--- src/design/lasm_pkg.sv ---
`timescale 1ns / 1ps
package lasm_pkg;

	// Line capacity: a line holds at most LINE_MAX - 1 bytes.
	localparam int LINE_MAX = 32;
	localparam int ADDR_W   = $clog2(LINE_MAX);
	localparam int CNT_W    = $clog2(LINE_MAX + 1);

	// Command queue between the front and the back (power of two).
	localparam int CMDQ_DEPTH = 2;
	localparam int CMDQ_AW    = $clog2(CMDQ_DEPTH);

	// Special characters.
	localparam logic [7:0] CH_CR  = 8'h0d;
	localparam logic [7:0] CH_LF  = 8'h0a;
	localparam logic [7:0] CH_BS  = 8'h08;
	localparam logic [7:0] CH_DEL = 8'h7f;
	localparam logic [7:0] CH_SP  = 8'h20;

	// Command codes produced by the classifier.
	localparam logic [1:0] OP_PORT = 2'd0;
	localparam logic [1:0] OP_END  = 2'd1;
	localparam logic [1:0] OP_RUB  = 2'd2;
	localparam logic [1:0] OP_CHAR = 2'd3;

	typedef struct packed {
		logic [1:0] op;
		logic [7:0] data;
	} cmd_t;

	// Fixed texts, packed into one table: overrun message with CR LF, then
	// the CR LF that opens a completed line, then the rubout sequence.
	localparam int TXT_LEN = 27;
	localparam int TXT_W   = $clog2(TXT_LEN);
	localparam logic [8*TXT_LEN-1:0] TEXT_ROM = {
		"error: line too long", CH_CR, CH_LF,
		CH_CR, CH_LF,
		CH_BS, CH_SP, CH_BS
	};
	localparam logic [TXT_W-1:0] TXT_OVR_FIRST  = TXT_W'(0);
	localparam logic [TXT_W-1:0] TXT_OVR_LAST   = TXT_W'(21);
	localparam logic [TXT_W-1:0] TXT_CRLF_FIRST = TXT_W'(22);
	localparam logic [TXT_W-1:0] TXT_CRLF_LAST  = TXT_W'(23);
	localparam logic [TXT_W-1:0] TXT_RUB_FIRST  = TXT_W'(24);
	localparam logic [TXT_W-1:0] TXT_RUB_LAST   = TXT_W'(26);

	function automatic logic [7:0] text_byte(input logic [TXT_W-1:0] idx);
		int pos;
		pos = TXT_LEN - 1 - int'(idx);
		return TEXT_ROM[8*pos +: 8];
	endfunction

endpackage

--- src/design/lasm_front.sv ---
`timescale 1ns / 1ps
module lasm_front (
	input  logic                clk,
	input  logic                arst_n,
	input  logic                push,
	output logic                full,
	input  logic                req_type,
	input  logic [7:0]          rx_byte,
	input  logic                dtr_level,
	output logic                cmd_valid,
	input  logic                cmd_ready,
	output lasm_pkg::cmd_t      cmd
);

	lasm_pkg::cmd_t                  cmd_in;
	lasm_pkg::cmd_t                  q_mem [lasm_pkg::CMDQ_DEPTH];
	logic [lasm_pkg::CMDQ_AW-1:0]    wr_ptr_q;
	logic [lasm_pkg::CMDQ_AW-1:0]    rd_ptr_q;
	logic [lasm_pkg::CMDQ_AW:0]      cnt_q;
	logic                            do_push;
	logic                            do_pop;

	// Sort each item into one of four commands.
	always_comb begin
		cmd_in.data = rx_byte;
		if (req_type) begin
			cmd_in.op   = lasm_pkg::OP_PORT;
			cmd_in.data = {7'b0, dtr_level};
		end else if (rx_byte inside {lasm_pkg::CH_CR, lasm_pkg::CH_LF}) begin
			cmd_in.op = lasm_pkg::OP_END;
		end else if (rx_byte inside {lasm_pkg::CH_BS, lasm_pkg::CH_DEL}) begin
			cmd_in.op = lasm_pkg::OP_RUB;
		end else begin
			cmd_in.op = lasm_pkg::OP_CHAR;
		end
	end

	assign full      = (cnt_q == (lasm_pkg::CMDQ_AW + 1)'(lasm_pkg::CMDQ_DEPTH));
	assign cmd_valid = (cnt_q != '0);
	assign cmd       = q_mem[rd_ptr_q];
	assign do_push   = push && !full;
	assign do_pop    = cmd_valid && cmd_ready;

	always_ff @(posedge clk) begin
		if (do_push) begin
			q_mem[wr_ptr_q] <= cmd_in;
		end
	end

	always_ff @(posedge clk or negedge arst_n) begin
		if (!arst_n) begin
			wr_ptr_q <= '0;
			rd_ptr_q <= '0;
			cnt_q    <= '0;
		end else begin
			if (do_push) begin
				wr_ptr_q <= wr_ptr_q + 1'b1;
			end
			if (do_pop) begin
				rd_ptr_q <= rd_ptr_q + 1'b1;
			end
			if (do_push && !do_pop) begin
				cnt_q <= cnt_q + 1'b1;
			end else if (!do_push && do_pop) begin
				cnt_q <= cnt_q - 1'b1;
			end
		end
	end

endmodule

--- src/design/lasm_back.sv ---
`timescale 1ns / 1ps
module lasm_back (
	input  logic                clk,
	input  logic                arst_n,
	input  logic                echo_en,
	input  logic                cmd_valid,
	output logic                cmd_ready,
	input  lasm_pkg::cmd_t      cmd,
	output logic                empty,
	input  logic                pop,
	output logic [7:0]          out_byte,
	output logic                out_dest,
	output logic                out_last
);

	localparam logic [1:0] S_IDLE = 2'd0;
	localparam logic [1:0] S_TEXT = 2'd1;
	localparam logic [1:0] S_LINE = 2'd2;
	localparam logic [1:0] S_ECHO = 2'd3;

	logic [1:0]                    state_q;
	logic [lasm_pkg::CNT_W-1:0]    count_q;
	logic                          port_open_q;
	logic [lasm_pkg::CNT_W-1:0]    drain_len_q;
	logic [lasm_pkg::ADDR_W-1:0]   line_idx_q;
	logic [lasm_pkg::TXT_W-1:0]    txt_idx_q;
	logic [lasm_pkg::TXT_W-1:0]    txt_end_q;
	logic                          line_after_q;
	logic [7:0]                    ch_q;

	logic [7:0]                    store_mem [lasm_pkg::LINE_MAX];
	logic [7:0]                    rd_data_q;
	logic [lasm_pkg::ADDR_W-1:0]   rd_addr;
	logic                          store_we;

	logic                          out_valid_q;
	logic                          load_ok;
	logic                          dispatch;
	logic                          line_end;
	logic                          has_room;

	assign empty     = !out_valid_q;
	assign load_ok   = !out_valid_q || pop;
	assign cmd_ready = (state_q == S_IDLE);
	assign dispatch  = cmd_valid && cmd_ready;
	assign has_room  = (count_q < lasm_pkg::CNT_W'(lasm_pkg::LINE_MAX - 1));
	assign line_end  = ((lasm_pkg::CNT_W'(line_idx_q) + lasm_pkg::CNT_W'(1)) == drain_len_q);
	assign store_we  = dispatch && (cmd.op == lasm_pkg::OP_CHAR) && has_room;

	// The read address runs one byte ahead while the line drains, so the
	// registered read data is ready whenever the output register frees up.
	always_comb begin
		rd_addr = '0;
		if (state_q == S_LINE) begin
			if (load_ok && !line_end) begin
				rd_addr = line_idx_q + 1'b1;
			end else begin
				rd_addr = line_idx_q;
			end
		end
	end

	always_ff @(posedge clk) begin
		if (store_we) begin
			store_mem[count_q[lasm_pkg::ADDR_W-1:0]] <= cmd.data;
		end
		rd_data_q <= store_mem[rd_addr];
	end

	always_ff @(posedge clk or negedge arst_n) begin
		if (!arst_n) begin
			state_q      <= S_IDLE;
			count_q      <= '0;
			port_open_q  <= 1'b0;
			drain_len_q  <= '0;
			line_idx_q   <= '0;
			txt_idx_q    <= '0;
			txt_end_q    <= '0;
			line_after_q <= 1'b0;
			ch_q         <= '0;
			out_valid_q  <= 1'b0;
			out_byte     <= '0;
			out_dest     <= 1'b0;
			out_last     <= 1'b0;
		end else begin
			if (pop && out_valid_q) begin
				out_valid_q <= 1'b0;
			end
			case (state_q)
				S_IDLE: begin
					if (dispatch) begin
						case (cmd.op)
							lasm_pkg::OP_PORT: begin
								if (cmd.data[0] && !port_open_q) begin
									count_q <= '0;
								end
								port_open_q <= cmd.data[0];
							end
							lasm_pkg::OP_END: begin
								if (count_q != '0) begin
									drain_len_q <= count_q;
									line_idx_q  <= '0;
									count_q     <= '0;
									if (echo_en) begin
										txt_idx_q    <= lasm_pkg::TXT_CRLF_FIRST;
										txt_end_q    <= lasm_pkg::TXT_CRLF_LAST;
										line_after_q <= 1'b1;
										state_q      <= S_TEXT;
									end else begin
										state_q <= S_LINE;
									end
								end
							end
							lasm_pkg::OP_RUB: begin
								if (count_q != '0) begin
									count_q <= count_q - 1'b1;
									if (echo_en) begin
										txt_idx_q    <= lasm_pkg::TXT_RUB_FIRST;
										txt_end_q    <= lasm_pkg::TXT_RUB_LAST;
										line_after_q <= 1'b0;
										state_q      <= S_TEXT;
									end
								end
							end
							default: begin
								if (has_room) begin
									count_q <= count_q + 1'b1;
									if (echo_en) begin
										ch_q    <= cmd.data;
										state_q <= S_ECHO;
									end
								end else begin
									// Overrun drops the byte and the line.
									count_q      <= '0;
									txt_idx_q    <= lasm_pkg::TXT_OVR_FIRST;
									txt_end_q    <= lasm_pkg::TXT_OVR_LAST;
									line_after_q <= 1'b0;
									state_q      <= S_TEXT;
								end
							end
						endcase
					end
				end
				S_TEXT: begin
					if (load_ok) begin
						out_valid_q <= 1'b1;
						out_byte    <= lasm_pkg::text_byte(txt_idx_q);
						out_dest    <= 1'b0;
						out_last    <= (txt_idx_q == txt_end_q) && !line_after_q;
						if (txt_idx_q == txt_end_q) begin
							state_q <= line_after_q ? S_LINE : S_IDLE;
						end else begin
							txt_idx_q <= txt_idx_q + 1'b1;
						end
					end
				end
				S_LINE: begin
					if (load_ok) begin
						out_valid_q <= 1'b1;
						out_byte    <= rd_data_q;
						out_dest    <= 1'b1;
						out_last    <= line_end;
						if (line_end) begin
							state_q <= S_IDLE;
						end else begin
							line_idx_q <= line_idx_q + 1'b1;
						end
					end
				end
				S_ECHO: begin
					if (load_ok) begin
						out_valid_q <= 1'b1;
						out_byte    <= ch_q;
						out_dest    <= 1'b0;
						out_last    <= 1'b1;
						state_q     <= S_IDLE;
					end
				end
				default: begin
					state_q <= S_IDLE;
				end
			endcase
		end
	end

endmodule

--- src/design/line_assembler_with_rubout_unit.sv ---
`timescale 1ns / 1ps
// Channel  | Direction | Handshake               | Payload
// input    | in        | push / full             | req_type, rx_byte, dtr_level
// result   | out       | empty / pop             | out_byte, out_dest, out_last
// config   | in        | cfg_wr_en (no wait)     | cfg_wr_data (echo enable)
//
// The back end takes a command from the command queue only while idle and then
// emits its result bytes, taking no new command until its last byte is loaded;
// the longest result is a full line of 31 bytes behind the CR LF echo.
// Reset clears the counters and queues but not the line store, whose entries
// are read only below the fill count. A stalled result holds in the output
// register while the two-entry command queue fills; full rises when it is full.
module line_assembler_with_rubout_unit (
	input  logic        clk,
	input  logic        arst_n,
	input  logic        push,
	output logic        full,
	input  logic        req_type,
	input  logic [7:0]  rx_byte,
	input  logic        dtr_level,
	output logic        empty,
	input  logic        pop,
	output logic [7:0]  out_byte,
	output logic        out_dest,
	output logic        out_last,
	input  logic        cfg_wr_en,
	input  logic        cfg_wr_data
);

	// The echo enable register is written directly; it only changes while the block is
	// idle if the user keeps to that, as the block itself does not enforce it.
	logic           echo_q;
	logic           cmd_valid;
	logic           cmd_ready;
	lasm_pkg::cmd_t cmd;

	always_ff @(posedge clk or negedge arst_n) begin
		if (!arst_n) begin
			echo_q <= 1'b0;
		end else if (cfg_wr_en) begin
			echo_q <= cfg_wr_data;
		end
	end

	// Front end: classifies each item into a command and queues it.
	lasm_front u_front (
		.clk       (clk),
		.arst_n    (arst_n),
		.push      (push),
		.full      (full),
		.req_type  (req_type),
		.rx_byte   (rx_byte),
		.dtr_level (dtr_level),
		.cmd_valid (cmd_valid),
		.cmd_ready (cmd_ready),
		.cmd       (cmd)
	);

	// Back end: owns the line store, fill count and port state, and emits the
	// result bytes of each command through its output register.
	lasm_back u_back (
		.clk       (clk),
		.arst_n    (arst_n),
		.echo_en   (echo_q),
		.cmd_valid (cmd_valid),
		.cmd_ready (cmd_ready),
		.cmd       (cmd),
		.empty     (empty),
		.pop       (pop),
		.out_byte  (out_byte),
		.out_dest  (out_dest),
		.out_last  (out_last)
	);

endmodule

--- config.mk ---
export PLATFORM = sky130hd
export DESIGN_NAME = line_assembler_with_rubout_unit
export DESIGN_NICKNAME = d
export VERILOG_FILES = /design/src/design/lasm_pkg.sv /design/src/design/lasm_front.sv /design/src/design/lasm_back.sv /design/src/design/line_assembler_with_rubout_unit.sv
export SDC_FILE = /design/constraint.sdc
export NUM_CORES = 1
export LEC_CHECK = 0
export ABC_CLOCK_PERIOD_IN_PS = 8500
export BUFFER_PORTS_ARGS = -buffer_cell sky130_fd_sc_hd__buf_2
export CAP_MARGIN = 40
export CORE_AREA = 2 2 216 218
export DETAILED_ROUTE_END_ITERATION = 10
export DIE_AREA = 0 0 218 220
export HOLD_SLACK_MARGIN = 0.08
export PLACE_DENSITY = 0.58
export RECOVER_POWER = 50
export SLEW_MARGIN = 20
export SYNTH_ARGS = -nofsm -noshare
export SYNTH_HDL_FRONTEND = slang
export SYNTH_SLANG_ARGS = --single-unit
--- constraint.sdc ---
create_clock -name clk -period 8.5 [get_ports clk]
set_input_delay 0.85 -clock clk [delete_from_list [all_inputs] [get_ports clk]]
set_output_delay 0.85 -clock clk [all_outputs]
set_load 0.01 [all_outputs]
==> results of run 1 <==
## state kept, by name, summed over array words and instances (netlist names)
register	cells
echo_q	1
u_back.ch_q	8
u_back.count_q	6
u_back.drain_len_q	6
u_back.line_after_q	1
u_back.line_idx_q	5
u_back.out_byte	8
u_back.out_dest	1
u_back.out_last	1
u_back.out_valid_q	1
u_back.port_open_q	1
u_back.rd_data_q	8
u_back.state_q	2
u_back.store_mem	256
u_back.txt_end_q	4
u_back.txt_idx_q	5
u_front.cnt_q	2
u_front.q_mem	20
u_front.rd_ptr_q	1
u_front.wr_ptr_q	1
## cell usage after synthesis, types with 4 or more instances
cell / number
a31oi_1: 20
inv_1: 23
a32oi_1: 10
o2111ai_1: 8
o31ai_1: 7
buf_2: 17
o211ai_1: 13
buf_6: 4
ha_1: 14
o21a_1: 5
o22ai_1: 8
nor3_1: 14
edfxtp_1: 276
nand3b_1: 5
xor2_1: 12
nand4_1: 24
o21ai_0: 39
buf_4: 6
a211oi_1: 4
nand2b_1: 8
xnor2_1: 12
a21oi_1: 32
or3_1: 4
o221ai_1: 9
dfxtp_1: 8
dfrtp_1: 54
clkbuf_1: 29
nand3_1: 54
nor2b_1: 13
mux2i_1: 72
nor2_1: 71
a22oi_1: 8
nand2_1: 191
mux2_2: 31
and3_1: 7
## cell families after synthesis
kind of cell,after synthesis,share of synthesized area (%)
AO/OA/AOI/OAI,197,9.34
flip-flops,338,65.8
AND/OR/NAND/NOR,408,12.5
other,1,0.0252
multiplexers,103,7.18
XOR/XNOR,24,1.41
buffers and inverters,83,2.59
adder cells (fa/ha/maj),14,1.18
## how the worst max path moves through the flow
stage / end / startpoint / depth (start not counted) / slack [ns]
2_1_floorplan: u_back.txt_idx_q[2]$_DFFE_PN0P_ / u_front.rd_ptr_q$_DFFE_PN0P_ / 10 / 5.47
4_1_cts: u_back.rd_data_q[7]$_DFF_P_ / u_back.line_idx_q[0]$_DFFE_PN0P_ / 9 / 4.02
3_5_place_dp: u_back.rd_data_q[7]$_DFF_P_ / u_back.line_idx_q[0]$_DFFE_PN0P_ / 9 / 4.02
5_1_grt: u_back.rd_data_q[1]$_DFF_P_ / u_back.line_idx_q[0]$_DFFE_PN0P_ / 9 / 3.86
6_report: u_back.rd_data_q[3]$_DFF_P_ / u_back.line_idx_q[0]$_DFFE_PN0P_ / 9 / 4.19
3_3_place_gp: u_back.rd_data_q[3]$_DFF_P_ / u_back.line_idx_q[0]$_DFFE_PN0P_ / 9 / 3.91
## critical path, delay by kind of cell (launching register included)
family                     cells  cell delay (ns)
DFF                            1             0.70
adders and majority gates      1             0.47
and+or+nand+nor                3             0.68
AOI/OAI and AO/OA              5             2.34
## metal layers
layer | vias to the layer above | GRT usage (%)
met5 | - | 0
met4 | 0 | 3.90
met3 | 65 | 3.16
met2 | 289 | 25.0
met1 | 4838 | 22.0
li1 | 4448 | -
## power groups by stage
stage / Combinational [mW] / Sequential, mW / Clock [mW]
floorplan: 1.70 / 2.26 / 0
global placement: 2.20 / 2.40 / 0
detailed placement: 2.32 / 2.40 / 0
CTS: 2.32 / 2.37 / 1.62
global route: 2.51 / 2.40 / 1.68
finish: 2.28 / 2.38 / 1.59
## final cells by class
| class | instances | share of cell area [%] |
|---|---|---|
| Sequential cell | 338 | 58.0 |
| Multi-Input combinational cell | 754 | 28.1 |
| Clock buffer | 47 | 5.95 |
| Tap cell | 607 | 4.49 |
| Timing Repair Buffer | 48 | 1.76 |
| Clock inverter | 21 | 1.15 |
| Inverter | 24 | 0.533 |
## per-stage QoR
step	hold WS (ns)	power, mW	instances	util, %
finish	0.490	6.24	1839	36.9
global route	0.523	6.59	1839	36.9
CTS	0.495	6.31	1833	37.0
detailed placement	0.483	4.72	1765	34.3
global placement	0.476	4.60	1755	33.9
floorplan	0.460	3.96	1175	-
==> impl_summary.log, run 1 <==
[metrics] run status: complete, but fails checks
[metrics] violations in the final reports: capacitance limit, slew limit
[metrics] R2R cell count: 9
[metrics] Resize count post-CTS: 0
[metrics] hpwl dp: 24,300 um
[metrics] Synth Warn #: 0
[metrics] setup repair after global routing missed its margin: no
[metrics] flop and latch count out of synthesis: 338
[metrics] largest net degree at the start of global routing: 73
[metrics] Int Pwr: 3.87 mW
[metrics] die footprint: approximately 0.048 mm^2
[metrics] leading cell type in the layout, fill and taps excluded: edfxtp_1
[metrics] Vias: 9,640
[metrics] number of library cell types mapped by synthesis: 72
[metrics] pre-CTS setup slack: 4.02 ns
[metrics] die width: between 200 and 250 um
[metrics] Post-Synthesis Mean Instance Area: 12.8 um^2
[metrics] initial drt markers: between 1,000 and 1,500
[metrics] switching power as a share of total power: a little under two fifths
[metrics] number of global-route vias before repair: 9,270
[metrics] post-layout net count: 1,234
[metrics] clock latency of the later-clocked register in the worst-skew pair: 0.54 ns
[metrics] Final Max Slew Viols: 148
[metrics] final critical-path required period: 4.31 ns
[metrics] Critical Path Slowest Stage Cell: a22o_4
[metrics] routed length on met2: 17,500 um
[metrics] net load switching power: 2.37 mW
[metrics] buffer count from post-CTS setup fixing: 0
[metrics] end point of the most critical hold path: u_front.cnt_q[1]$_DFFE_PN0P_
[metrics] highest layer used for signal routing: met4
[metrics] number of enable-type register cells in the synthesized netlist: 276
[metrics] peak supply drop: 0.194 mV
[metrics] Max clock buf depth: 3
[metrics] total power density per cell area: 369 mW/mm^2
[metrics] number of vias per cell: 5.24
[metrics] predominant post-synthesis flop cell: edfxtp_1
[metrics] accumulated negative setup slack: 0 ns
[metrics] final setup slack of the worst path: 4.19 ns
[metrics] proportion of synthesized chip area in sequential cells: around two thirds
[metrics] worst hold path type: reg2reg
[metrics] path type of the worst setup path: reg2reg
[metrics] IO Port Bufs: 27
[metrics] instance count of the mapped netlist: 1,168
[metrics] Leak: around 6.1 nW
[metrics] most area-consuming cells after synthesis: edfxtp_1, dfrtp_1, mux2i_1, nand2_1, mux2_2
[metrics] clock tree from TritonCTS: yes
[metrics] type of origin of the critical path: flip-flop
[metrics] Max transition margin: -109%
[metrics] clk slew on worst S/H paths: 0.06 ns
[metrics] Crit path required time: roughly 9 ns
[metrics] Inserted Clock Buffers: 38
[metrics] area growth from synthesis to layout: 13.4%
[metrics] category of the worst setup path capture point: flip-flop
[metrics] Synth Cell Area: between 0.01 and 0.015 mm^2
[metrics] mean routed wirelength per cell: between 20 and 25 um
[metrics] antenna diode instance count: 0
[metrics] total routing resource utilization after global routing: 15.7%
[metrics] IO Pins: 28
[metrics] Gate power share: 36.4%
[metrics] sequential power share: 38.1%
[metrics] post-route antenna net violation count: 0
[metrics] number of setup violations in the final report: 0
[metrics] highest net fanout along the worst path: 65
[metrics] global placer's final weighted congestion: ~0.88
[metrics] total wire length: 37,800 um
[metrics] arrival time worst endpoint: between 4 and 5 ns
[metrics] y dimension of the die: 220 um
[metrics] WHS Path Cells: 1
[metrics] area of the multi-input gates: between 0.004 and 0.005 mm^2
[metrics] Final Hold Viols: 0
[metrics] row count: between 70 and 80
[metrics] crit-path max cell delay: 0.72 ns
[metrics] worst-margin pin slew: 3.14 ns
[metrics] final setup skew: 0.0271 ns
[metrics] Sequential cell area: 0.00980 mm^2
[metrics] share of the synthesized area in the top cell type: 55.6%
[metrics] commonest cells after routing, fill and taps aside: edfxtp_1, nand2_1, mux2i_1, nor2_1
[metrics] CTS H-tree lvls: 2
[metrics] Max Freq: 232 MHz
[metrics] Placed Area: 0.0157 mm^2
[metrics] Crit Reg-Reg Endpoint: u_back.rd_data_q[3]$_DFF_P_
[metrics] clock network fraction of design power: 25.5%
[metrics] length of routed wiring on met1: 16,900 um
[metrics] starting density of the core: 32.5%
[metrics] portion of the clock cycle consumed by the worst path in the final layout: 50.7%
[metrics] max-cap violation count: 4
[metrics] remaining global-route overflow: 0
[metrics] count of unresolved DRC violations after routing: 0
[metrics] number of filler cells placed in the layout: 4,462
[metrics] sinks on the clock net: 338
[metrics] number of buffers inserted for hold repair after clock tree synthesis: 0
[metrics] ys async rst share: roughly 16%
[metrics] wire length of the first global-routing pass: 57,300 um
[metrics] Reg2Reg Setup Slack: 4.19 ns
[metrics] Hold Crit Start: u_front.cnt_q[1]$_DFFE_PN0P_
[metrics] area of the core: 0.0459 mm^2
[metrics] Routed met3 length: 2490 um
[metrics] share of layout cells above drive strength 1: 9.82%
[metrics] critical path cell sequence: ha_1, nand3_1, o21ai_0, a31o_1, a22o_4, nor2_4, a22oi_1, o211ai_1, nand4_1
[metrics] drt pass-1 iters: 6
[metrics] clock root buffer: clkbuf_16
[metrics] critical register-to-register path startpoint: u_back.line_idx_q[0]$_DFFE_PN0P_
[metrics] leading area contributor after synthesis: edfxtp_1
[metrics] number of antenna violations at the first check in global routing: 0
[metrics] total non-filler cell area in the finished layout: between 0.015 and 0.02 mm^2
(Power assumes the default switching activity.)
==> inputs of run 2 (changes only) <==
--- a/config.mk
+++ b/config.mk
@@ -5,14 +5,14 @@
 export SDC_FILE = /design/constraint.sdc
 export NUM_CORES = 1
 export LEC_CHECK = 0
-export ABC_CLOCK_PERIOD_IN_PS = 8500
+export ABC_CLOCK_PERIOD_IN_PS = 3800
 export BUFFER_PORTS_ARGS = -buffer_cell sky130_fd_sc_hd__buf_2
 export CAP_MARGIN = 40
 export CORE_AREA = 2 2 216 218
 export DETAILED_ROUTE_END_ITERATION = 10
 export DIE_AREA = 0 0 218 220
 export HOLD_SLACK_MARGIN = 0.08
-export PLACE_DENSITY = 0.58
+export PLACE_DENSITY = 0.6
 export RECOVER_POWER = 50
 export SLEW_MARGIN = 20
 export SYNTH_ARGS = -nofsm -noshare
==> constraint.sdc (replaced) <==
create_clock -name clk -period 3.8 [get_ports clk]
set_input_delay 0.38 -clock clk [delete_from_list [all_inputs] [get_ports clk]]
set_output_delay 0.38 -clock clk [all_outputs]
set_load 0.01 [all_outputs]
==> impl_summary.log, run 2 (synthesis results as in run 1) <==
[metrics] run status: complete, but fails checks
[metrics] violations in the final reports: capacitance limit, slew limit
[metrics] Reg2Reg Setup Slack: 0.24 ns
[metrics] total routing resource utilization after global routing: 15.3%
[metrics] clock tree from TritonCTS: yes
[metrics] final setup slack of the worst path: 0.242 ns
[metrics] post-route antenna net violation count: 0
[metrics] area of the core: 0.0459 mm^2
[metrics] Final Hold Viols: 0
[metrics] end point of the most critical hold path: echo_q$_DFFE_PN0P_
[metrics] clock latency of the later-clocked register in the worst-skew pair: around 0.52 ns
[metrics] buffer count from post-CTS setup fixing: 0
[metrics] Final Max Slew Viols: 33
[metrics] max-cap violation count: 1
[metrics] placed cell count: 1,819
[metrics] Inserted Clock Buffers: 36
[metrics] setup repair after global routing missed its margin: no
[metrics] clk slew on worst S/H paths: ~0.060 ns
[metrics] antenna diode instance count: 0
[metrics] Crit Reg-Reg Endpoint: u_back.rd_data_q[6]$_DFF_P_
[metrics] post-layout net count: between 1,000 and 1,500
[metrics] number of setup violations in the final report: 0
[metrics] accumulated negative setup slack: 0 ns
[metrics] Finished Layout Cells: between 1,500 and 2,000
[metrics] Vias: 9,812
[metrics] global placer's final weighted congestion: 0.906
[metrics] clock root buffer: clkbuf_16
[metrics] WHS Path Cells: 3
[metrics] commonest cells after routing, fill and taps aside: edfxtp_1, nand2_1, nor2_1, mux2i_1, buf_4
[metrics] number of global-route vias before repair: 9,313
[metrics] leading cell type in the layout, fill and taps excluded: edfxtp_1
[metrics] category of the worst setup path capture point: flip-flop
[metrics] portion of the clock cycle consumed by the worst path in the final layout: 93.6%
[metrics] final setup skew: 0.0137 ns
[metrics] pre-CTS setup slack: 0.147 ns
[metrics] area growth from synthesis to layout: 16.0%
[metrics] count of unresolved DRC violations after routing: 0
[metrics] peak supply drop: 0.372 mV
[metrics] IO Pins: 28
[metrics] flip-flop count of the largest register, all copies and words added: between 200 and 300
[metrics] Max Freq: ~280 MHz
[metrics] R2R cell count: 12
[metrics] worst-margin pin slew: 1.77 ns
[metrics] wire length of the first global-routing pass: between 50,000 and 60,000 um
[metrics] die footprint: 0.0480 mm^2
[metrics] largest net degree at the start of global routing: between 40 and 50
[metrics] highest net fanout along the worst path: 10
[metrics] arrival time worst endpoint: 4.01 ns
[metrics] row count: 79
[metrics] sinks on the clock net: around 340
[metrics] die width: 218 um
[metrics] CTS H-tree lvls: 2
[metrics] total wire length: 37,200 um
[metrics] Max transition margin: -17.8%
[metrics] number of vias per cell: 5.20
[metrics] final core utilization: 37.7%
[metrics] drt pass-1 iters: 8
[metrics] total power density per cell area: 809 mW/mm^2
[metrics] critical register-to-register path startpoint: u_back.line_idx_q[1]$_DFFE_PN0P_
[metrics] minimum hold slack: ~0.099 ns
[metrics] share of layout cells above drive strength 1: 13.6%
[metrics] hpwl dp: 24,600 um
[metrics] starting density of the core: between 30% and 40%
[metrics] Crit path required time: 4.25 ns
[metrics] type of origin of the critical path: flip-flop
[metrics] final critical-path required period: 3.56 ns
[metrics] Hold Crit Start: cfg_wr_data
[metrics] y dimension of the die: 220 um
[metrics] remaining global-route overflow: 0
[metrics] path type of the worst setup path: reg2reg
[metrics] initial drt markers: roughly 960
[metrics] worst hold path type: in2reg
[metrics] Leak: 6.35 nW
[metrics] mean routed wirelength per cell: 19.7 um
[metrics] IO Port Bufs: 27
[metrics] number of antenna violations at the first check in global routing: 0
[metrics] Max clock buf depth: 3
run 2: metal layers:
metal,track usage (%),share of wire [%],up-vias
li1,-,-,4546
met1,20.1,43,4854
met2,25.5,48,352
met3,2.95,6.3,60
met4,4.60,2.8,0
met5,0,0,-
run 2: worst max path at each step:
stage,start,endpoint,slack [ns],cells after the start
6_report,u_back.line_idx_q[1]$_DFFE_PN0P_,u_back.rd_data_q[6]$_DFF_P_,0.24,12
5_1_grt,u_back.line_idx_q[0]$_DFFE_PN0P_,u_back.rd_data_q[3]$_DFF_P_,0.06,10
4_1_cts,u_back.line_idx_q[1]$_DFFE_PN0P_,u_back.rd_data_q[5]$_DFF_P_,0.13,11
3_5_place_dp,u_back.line_idx_q[1]$_DFFE_PN0P_,u_back.rd_data_q[5]$_DFF_P_,0.15,11
3_3_place_gp,u_back.line_idx_q[1]$_DFFE_PN0P_,u_back.rd_data_q[5]$_DFF_P_,0.16,11
2_1_floorplan,u_front.rd_ptr_q$_DFFE_PN0P_,u_back.txt_idx_q[2]$_DFFE_PN0P_,0.77,10
run 2: critical path: stages, from the launching register on:
cell and delay [ns]:
dfrtp_1 0.43, ha_2 0.43, xnor2_1 0.13, nand2_1 0.10, nor4b_4 0.61, a31o_1 0.27
buf_4 0.19, nor3_1 0.07, o21a_1 0.38, buf_4 0.26, a32oi_1 0.24, nand4_1 0.25
nand4_1 0.13
run 2: cell type report:
class / instances / area (um^2)
fillers: 4420 / 28600
flip-flops and latches: 338 / 9800
multi-input cells: 755 / 4780
clock buffers: 49 / 990
well taps: 607 / 759
repair buffers: 100 / 729
clock inverters: 15 / 133
inverters: 24 / 90.1
run 2: where the power goes:
| group | switching [mW] | internal (mW) | leakage (nW) | total, mW |
|---|---|---|---|---|
| Sequential | 0.353 | 4.83 | 3.23 | 5.18 |
| Clock | 1.39 | 1.96 | 0.552 | 3.35 |
| Combinational | 3.53 | 1.92 | 2.57 | 5.46 |
| Total | 5.27 | 8.72 | 6.35 | 14.0 |
run 2: what timing repair did:
item | in CTS | in global routing
resized for setup | 0 | 3
hold buffers | 2 | 0
endpoints found under the setup margin | 0 | 1
endpoints found under the hold margin | 35 | 0
run 2: through the flow:
| stage | power (mW) | instance area (um^2) |
|---|---|---|
| global route | 14.8 | 17300 |
| floorplan | 8.86 | 14900 |
| CTS | 14.0 | 17300 |
| finish | 14.0 | 17300 |
| global placement | 10.5 | 16100 |
| detailed placement | 10.7 | 16100 |
==> inputs of run 3 (changes only) <==
--- a/config.mk
+++ b/config.mk
@@ -8,9 +8,9 @@
 export ABC_CLOCK_PERIOD_IN_PS = 3800
 export BUFFER_PORTS_ARGS = -buffer_cell sky130_fd_sc_hd__buf_2
 export CAP_MARGIN = 40
-export CORE_AREA = 2 2 216 218
+export CORE_AREA = 2 2 227 207
 export DETAILED_ROUTE_END_ITERATION = 10
-export DIE_AREA = 0 0 218 220
+export DIE_AREA = 0 0 229 209
 export HOLD_SLACK_MARGIN = 0.08
 export PLACE_DENSITY = 0.6
 export RECOVER_POWER = 50
==> impl_summary.log, run 3 (synthesis results as in run 1) <==
[metrics] total wire length: 37,200 um
[metrics] Inserted Clock Buffers: 36
[metrics] drt pass-1 iters: 7
[metrics] category of the worst setup path capture point: flip-flop
[metrics] leading cell type in the layout, fill and taps excluded: edfxtp_1
[metrics] final setup skew: 0.00923 ns
[metrics] total power density per cell area: between 800 and 900 mW/mm^2
[metrics] global placer's final weighted congestion: between 0.8 and 0.9
[metrics] arrival time worst endpoint: 3.99 ns
[metrics] run status: complete, but fails checks
[metrics] clock root buffer: clkbuf_16
[metrics] max-cap violation count: 3
[metrics] number of global-route vias before repair: 9,440
[metrics] remaining global-route overflow: 0
[metrics] wire length of the first global-routing pass: 56,700 um
[metrics] Crit path required time: 4.17 ns
[metrics] violations in the final reports: capacitance limit, slew limit
[metrics] flip-flop count of the largest register, all copies and words added: 256
[metrics] sequential power share: 36.9%
[metrics] Design Power: 14.2 mW
[metrics] post-route antenna net violation count: 0
[metrics] met1 capacity usage during global routing: 22.4%
[metrics] minimum hold slack: 0.190 ns
[metrics] CTS H-tree lvls: 2
[metrics] crit-path max cell delay: 0.46 ns
[metrics] post-layout net count: between 1,000 and 1,500
[metrics] mean routed wirelength per cell: ~20 um
[metrics] clk slew on worst S/H paths: approximately 0.06 ns
[metrics] worst-margin pin slew: roughly 1.8 ns
[metrics] Global Route met2 Usage: between 20% and 30%
[metrics] row count: 75
[metrics] path type of the worst setup path: reg2reg
[metrics] Max transition margin: -19.5%
[metrics] clock latency of the later-clocked register in the worst-skew pair: 0.52 ns
[metrics] Int Pwr: 8.93 mW
[metrics] worst hold path type: in2reg
[metrics] CP delay by family, top: compound AO/OA/AOI/OAI gates
[metrics] final core utilization: between 30 and 40%
[metrics] Finished Layout Cells: 1,895
[metrics] final critical-path required period: 3.61 ns
[metrics] Final Max Slew Viols: a little under 100
[metrics] Final Hold Viols: 0
[metrics] accumulated negative setup slack: 0 ns
[metrics] portion of the clock cycle consumed by the worst path in the final layout: 95.1%
[metrics] number of vias per cell: 5.20
[metrics] total routing resource utilization after global routing: 15.3%
[metrics] IO Port Bufs: 27
[metrics] number of buffer and inverter instances along the worst setup path: 1
[metrics] critical path cell sequence: ha_2, nor2b_1, or3_1, a21o_1, a221oi_1, o311a_4, buf_4, mux2_2, o2111ai_1, nand4_1
[metrics] Leak: 6.37 nW
[metrics] y dimension of the die: between 200 and 250 um
[metrics] Critical Path Slowest Stage Cell: o2111ai_1
[metrics] highest net fanout along the worst path: 16
[metrics] largest net degree at the start of global routing: 41
[metrics] met3 usage in global routing: 2.50%
[metrics] sinks on the clock net: 338
[metrics] switching power as a share of total power: 37.0%
[metrics] share of layout cells above drive strength 1: around 14%
[metrics] clock network fraction of design power: around a quarter
[metrics] Max Freq: 277 MHz
[metrics] hpwl dp: approximately 25,000 um
[metrics] die footprint: 0.0479 mm^2
[metrics] setup repair after global routing missed its margin: no
[metrics] IO Pins: 28
[metrics] most used routing layer in global routing: met2
[metrics] type of origin of the critical path: flip-flop
[metrics] starting density of the core: 32.5%
[metrics] initial drt markers: roughly 1,200
[metrics] peak supply drop: 0.279 mV
[metrics] number of antenna violations at the first check in global routing: 1
[metrics] antenna diode instance count: 0
[metrics] number of setup violations in the final report: 0
[metrics] commonest cells after routing, fill and taps aside: edfxtp_1, nand2_1, mux2i_1, nor2_1, buf_4
[metrics] number of filler cells placed in the layout: 4,369
[metrics] net load switching power: 5.24 mW
[metrics] placed cell count: 1,824
[metrics] count of unresolved DRC violations after routing: 0
[metrics] Max clock buf depth: 3
[metrics] die width: 229 um
[metrics] area growth from synthesis to layout: 16.6%
[metrics] clock tree from TritonCTS: yes
[metrics] area of the core: 0.0458 mm^2
[metrics] Gate power share: 37.8%
[metrics] Vias: 9,861
==> run 3: final timing paths <==
path	cells after the start	from	slack, ns	endpoint
setup / recovery	10	u_back.line_idx_q[1]$_DFFE_PN0P_	0.19	u_back.rd_data_q[4]$_DFF_P_
hold / removal	3	push	0.19	u_front.wr_ptr_q$_DFFE_PN0P_
setup reg to reg	10	u_back.line_idx_q[1]$_DFFE_PN0P_	0.19	u_back.rd_data_q[4]$_DFF_P_
hold reg to reg	1	u_back.txt_end_q[4]$_DFFE_PN0P_	0.49	u_back.txt_end_q[4]$_DFFE_PN0P_
max in group asynchronous	3	arst_n	1.46	u_back.count_q[1]$_DFFE_PN0P_
min in group asynchronous	2	arst_n	0.31	u_back.out_byte[6]$_DFFE_PN0P_
==> run 3: what timing repair did <==
action | 4_1_cts | 5_1_grt
buffers inserted | 1 | 0
cloned | 0 | 1
resized for setup | 0 | 4
hold endpoints to repair | 55 | 0
endpoints found under the setup margin | 2 | 7
pin swaps | 2 | 2
hold buffers | 3 | 0
==> run 3: power groups by stage <==
stage	clock (mW)	sequential, mW	combinational (mW)
floorplan	0	5.06	3.80
global placement	0	5.28	5.14
detailed placement	0	5.29	5.27
CTS	3.66	5.21	5.31
global route	3.81	5.29	5.87
finish	3.59	5.23	5.36
==> run 3: final cells by class <==
| type | count | area (um^2) | share of cell area [%] |
|---|---|---|---|
| Sequential cell | 338 | 9800 | 56.4 |
| Multi-Input combinational cell | 754 | 4770 | 27.4 |
| Clock buffer | 43 | 958 | 5.52 |
| Tap cell | 616 | 771 | 4.44 |
| Timing Repair Buffer | 99 | 726 | 4.18 |
| Clock inverter | 21 | 256 | 1.48 |
| Inverter | 24 | 90.1 | 0.519 |
==> run 3: routing by layer <==
metal / up-vias / routed length, um / share of wire [%]
met2: 345 / 16500 / 44
met4: 0 / 816 / 2.2
met5: - / 0 / 0
met3: 54 / 2430 / 6.5
met1: 4917 / 17400 / 47
li1: 4545 / - / -
==> run 3: worst register-to-register path: cells and delay by family, from the launching register on <==
| family | cells | cell delay [ns] |
|---|---|---|
| AO/OA/AOI/OAI | 4 | 1.32 |
| adder cells (fa/ha/maj) | 1 | 0.29 |
| buffers and inverters | 1 | 0.31 |
| flip-flops | 1 | 0.44 |
| multiplexers | 1 | 0.41 |
| AND/OR/NAND/NOR | 3 | 0.70 |
==> run 3: stage by stage <==
step / cell area [um^2] / setup slack (ns)
global route: 17400 / 0.00303
floorplan: 14900 / 0.773
detailed placement: 16100 / -0.0181
CTS: 17400 / 0.135
global placement: 16100 / -0.0339
finish: 17400 / 0.187
